==> src/design/teq_pkg.sv <==
// shared types and codes of the timed event queue
package teq_pkg;

  localparam int unsigned FUNC_W      = 2;
  localparam int unsigned STATUS_W    = 2;
  localparam int unsigned TIME_W      = 64;
  localparam int unsigned IN_TAG_W    = 16;
  localparam int unsigned OUT_TAG_W   = 16;
  localparam int unsigned COUNT_OUT_W = 5;

  localparam logic [FUNC_W-1:0] FUNC_INSERT = 2'd0;
  localparam logic [FUNC_W-1:0] FUNC_POP    = 2'd1;
  localparam logic [FUNC_W-1:0] FUNC_PURGE  = 2'd2;

  localparam logic [STATUS_W-1:0] STATUS_DONE  = 2'd0;
  localparam logic [STATUS_W-1:0] STATUS_FULL  = 2'd1;
  localparam logic [STATUS_W-1:0] STATUS_EMPTY = 2'd2;

  localparam logic KIND_TX    = 1'b0;
  localparam logic KIND_SCHED = 1'b1;

  typedef struct packed {
    logic [TIME_W-1:0] ev_time;
    logic              kind;
    logic [TIME_W-1:0] send_time;
  } entry_t;

  typedef struct packed {
    logic ins;
    logic pop;
    logic purge;
  } cell_ctrl_t;

endpackage

==> src/design/teq_cell.sv <==
// one slot of the sorted event chain
module teq_cell #(
  parameter int unsigned TAG_BITS = 16
) (
  input  logic                               clk_i,
  input  logic                               rst_ni,
  input  teq_pkg::cell_ctrl_t                ctrl_i,
  input  teq_pkg::entry_t                    new_ent_i,
  input  logic [TAG_BITS-1:0]                new_tag_i,
  input  logic [teq_pkg::TIME_W-1:0]         bound_i,
  input  teq_pkg::entry_t                    prev_ent_i,
  input  logic [TAG_BITS-1:0]                prev_tag_i,
  input  logic                               prev_valid_i,
  input  logic                               prev_stay_i,
  input  teq_pkg::entry_t                    next_ent_i,
  input  logic [TAG_BITS-1:0]                next_tag_i,
  input  logic                               next_valid_i,
  input  logic                               hole_i,
  output teq_pkg::entry_t                    ent_o,
  output logic [TAG_BITS-1:0]                tag_o,
  output logic                               valid_o,
  output logic                               stay_o,
  output logic                               hole_o
);

  teq_pkg::entry_t     ent_q, ent_d;
  logic [TAG_BITS-1:0] tag_q, tag_d;
  logic                valid_q, valid_d;
  logic                stay;
  logic                drop;

  // entry keeps its place on insert when it sorts ahead of the new one
  assign stay = valid_q && ((new_ent_i.kind == teq_pkg::KIND_SCHED) ?
                            (ent_q.ev_time <= new_ent_i.ev_time) :
                            (ent_q.ev_time < new_ent_i.ev_time));
  assign drop = valid_q && (ent_q.kind == teq_pkg::KIND_TX) &&
                (ent_q.send_time > bound_i);
  assign hole_o = hole_i || drop;

  always_comb begin
    ent_d   = ent_q;
    tag_d   = tag_q;
    valid_d = valid_q;
    if (ctrl_i.ins) begin
      if (!stay) begin
        if (prev_stay_i) begin
          ent_d   = new_ent_i;
          tag_d   = new_tag_i;
          valid_d = 1'b1;
        end else begin
          ent_d   = prev_ent_i;
          tag_d   = prev_tag_i;
          valid_d = prev_valid_i;
        end
      end
    end else if (ctrl_i.pop || (ctrl_i.purge && hole_o)) begin
      ent_d   = next_ent_i;
      tag_d   = next_tag_i;
      valid_d = next_valid_i;
    end
  end

  always_ff @(posedge clk_i or negedge rst_ni) begin
    if (!rst_ni) begin
      valid_q <= 1'b0;
    end else begin
      valid_q <= valid_d;
    end
  end

  always_ff @(posedge clk_i) begin
    ent_q <= ent_d;
    tag_q <= tag_d;
  end

  assign ent_o   = ent_q;
  assign tag_o   = tag_q;
  assign valid_o = valid_q;
  assign stay_o  = stay;

endmodule

==> config.mk <==
export PLATFORM = sky130hd
export DESIGN_NAME = teq_cell
export DESIGN_NICKNAME = d
export VERILOG_FILES = /design/src/design/teq_pkg.sv /design/src/design/teq_cell.sv
export SDC_FILE = /design/constraint.sdc
export NUM_CORES = 1
export LEC_CHECK = 0
export CORE_AREA = 2 2 253 255
export CTS_CLUSTER_SIZE = 16
export DETAILED_ROUTE_END_ITERATION = 6
export DIE_AREA = 0 0 255 257
export DONT_BUFFER_PORTS = 1
export SETUP_SLACK_MARGIN = 0.05
export SYNTH_ARGS = -nofsm -noshare
export SYNTH_HDL_FRONTEND = slang
export SYNTH_SLANG_ARGS = --single-unit
==> constraint.sdc <==
create_clock -name clk_i -period 10.3 [get_ports clk_i]
set_input_delay 1.03 -clock clk_i [delete_from_list [all_inputs] [get_ports clk_i]]
set_output_delay 1.03 -clock clk_i [all_outputs]
set_load 0.03 [all_outputs]
==> flow_summary_export.csv <==
group,metric,value,unit
run_status,status,"finished, final reports clean",
timing,tns,0,ps
timing,hold_viol_final,0,
cts,root_buffer,"clkbuf_16",
routing,ant_nets,0,
cts,cts_setup_buffers,0,
cells_and_area,fin_nets,1712,
timing,max_freq,183.6,MHz
cts,clk_pin_slew_worst_paths,70,ps
cts,clk_path_buf_depth,2,
cells_and_area,drive_gt1_share,3.493,%
global_route,gr-usage-all-layers,11.97,%
cts,cts_tree,"yes",
placement,io_buffers,0,
yosys,ys_ff_latch,146,
power_and_ir_drop,p_per_area,168.2,nW/µm²
global_route,grt_pass1_vias,8814,
cts,htreeDepth,4,
setup_path,worstSetupPathType,"register to output port",
routing,dr.pass1.iters,5,
yosys,synthMuxAreaShare,13.67,%
yosys,synth_nets,1741,
cts,cts.repair.resized,0,
timing,period_share,52.89,%
setup_path,cp-end-kind,"output port",
yosys,synth_top_family_by_area,"adder cells",
cts,clkLatencyLatePin,470,ps
yosys,synthArstFlopShare,0.6849,%
cells_and_area,syn2layout_area_growth,13.93,%
yosys,syn_avg_cell_area,9.611,µm²
timing,finalMaxSlewViolations,0,
yosys,synth_flop_cell,"edfxtp_1",
setup_path,cp_data_required_time,9270,ps
routing,drt_first_iter_violations,456,
cts,cts_buffers,17,
yosys,post-synth-top-count-cell,"a21oi_1",
routing,vias_per_cell,4.336,
yosys,yosysWarnings,0,
floorplanning,die_area,65540,µm²
timing,finalSetupViolations,0,
flow_run,max-cap-violations,0,
cells_and_area,finalInstanceArea,12100,µm²
cells_and_area,fin_util,19.29,%
routing,vias,8412,
setup_path,cpMaxStageDelayCell,"a21oi_1",
floorplanning,dieWidth,255,µm
routing,drt_wl_total,40920,µm
yosys,synth_top_cell_by_area,"edfxtp_1",
floorplanning,rows,92,
yosys,ys_types,44,
placement,pre_cts_ws,4786,ps
timing,max-slew-margin-rel,23.48,%
power_and_ir_drop,irDropWorstVdd,0.1117,mV
timing,final.setup_skew,14.22,ps
global_route,grt_pass1_wl,55660,µm
yosys,yosysTopAreaCellShare,41.00,%
floorplanning,core,62740,µm²
yosys,synth_edf_count,145,
cts,cts_sinks,146,
setup_path,cp_max_fo,3,
placement,place_area,11520,µm²
yosys,yosys-top-cells-count,"a21oi_1 (199), nor2_1 (157), edfxtp_1 (145), mux2i_1 (145), inv_1 (130)",
global_route,grt_max_degree,296,
setup_path,slowest_delay,960,ps
timing,tightest_slew,1148,ps
timing,fin_crit,5448,ps
cells_and_area,fill_cells,6882,
placement,hpwl,33180,µm
floorplanning,chipHeight,257,µm
yosys,postSynthCellCount,1105,
timing,fin_hold_ws,257.6,ps
floorplanning,start_util,16.93,%
cts,hold_buffers,0,
routing,drc,0,
yosys,synth-xor-area-share,0,%
routing,wl_per_cell,21.09,µm
yosys,seq_area_frac_synth,41.23,%
yosys,synth_compound_area_share,12.95,%
placement,gp_congestion,0.9491,
yosys,synthTopCellsByArea,"edfxtp_1 (41%), ha_1 (15%), mux2i_1 (14%)",
global_route,grt-ovfl-total,0,
yosys,synthAdderAreaFrac,15.08,%
global_route,antenna_found_initial,8,
setup_path,critical_path_arrival,4420,ps
timing,rsz0062_at_grt,"false",
setup_path,path_cells,"ha_1, nand4_1, nor4_1, nand2_1, nor4_1, nand4_1, a21oi_1",
timing,worst_slack,4852,ps
power_and_ir_drop,power_leakage,5.122,nW
floorplanning,ios,656,
setup_path,crit_path_start_kind,"register",
yosys,synth-simple-area-share,10.66,%
hold_path,hold_class,"input pin to asynchronous set/reset pin",
yosys,syn-cell-area,10620,µm²
[per-stage QoR]
stage               cells  power (mW)
finish               1940       2.035
CTS                  1934       2.079
global route         1939       2.150
global placement     1903       1.416
floorplan            1105       1.306
detailed placement   1903       1.428
[registers in the layout, indices dropped and copies added (netlist names)]
signal	count
valid_o	1
ent_o	129
tag_o	16
[worst paths after layout]
check,start,endpoint,slack (ps),cells after the start
worst min register to register,valid_o,valid_o,1240,3
min in group clk_i,next_ent_i[116],ent_o[116],790,2
worst max register to register,ent_o[108],ent_o[70],5280,9
worst min-delay path,rst_ni,valid_o,260,0
max in group asynchronous,rst_ni,valid_o,9980,0
worst max-delay path,ent_o[108],stay_o,4850,7
[power by group]
part | switching [mW] | total [mW] | internal [mW] | leakage (nW)
registers | 0.262 | 1.04 | 0.782 | 1.43
logic | 0.216 | 0.364 | 0.148 | 3.43
clock network | 0.272 | 0.626 | 0.354 | 0.264
total | 0.750 | 2.03 | 1.28 | 5.12
[placed cells by master (no fill, tap or decap), drive strengths merged, types with 2 or more instances in the layout]
cell | netlist | final
a211o | 2 | 2
a211oi | 6 | 6
a21o | 8 | 8
a21oi | 199 | 199
a221o | 3 | 3
a221oi | 2 | 2
and4 | 2 | 2
bufinv | 0 | 2
clkbuf | 32 | 18
clkinv | 0 | 5
clkinvlp | 0 | 4
diode | 0 | 6
edfxtp | 145 | 145
ha | 128 | 128
inv | 130 | 132
mux2i | 145 | 145
nand2 | 35 | 35
nand3 | 15 | 15
nand4 | 25 | 25
nor2 | 157 | 157
nor2b | 4 | 4
nor3 | 6 | 6
nor4 | 4 | 4
o211ai | 4 | 4
o21ai | 20 | 20
o31ai | 2 | 2
[worst max-delay path: cells and delay by family (launching register included)]
family / cells / cell delay [ps]
AND/OR/NAND/NOR: 5 / 2020
flip-flops: 1 / 560
adder cells (fa/ha/maj): 1 / 400
AO/OA/AOI/OAI: 1 / 960
[layout make-up]
cell class / count / area (µm²) / share of cell area, %
multi-input cells: 780 / 5572 / 46.05
flip-flops and latches: 146 / 4379 / 36.19
well taps: 846 / 1059 / 8.749
inverters: 130 / 488.0 / 4.033
clock buffers: 18 / 429.2 / 3.547
clock inverters: 13 / 137.6 / 1.138
repair buffers: 1 / 20.02 / 0.1655
diodes: 6 / 15.01 / 0.1241
[logic make-up (layout without fill, tap and decap cells)]
logic type / count (synthesis) / in the layout
buffers and inverters: 179 / 162
multiplexers: 145 / 145
AO/OA/AOI/OAI: 253 / 253
adder cells (fa/ha/maj): 128 / 128
AND/OR/NAND/NOR: 254 / 254
other: 0 / 6
flip-flops: 146 / 146
[routing by layer]
layer	part of all wire [%]	wire [µm]	GRT usage, %
met3	9.3	3806	4.704
met5	0.046	19	0
met4	5.2	2133	7.440
met1	36	14800	11.82
met2	49	20160	20.88
Power figures use the tool's default switching activity.
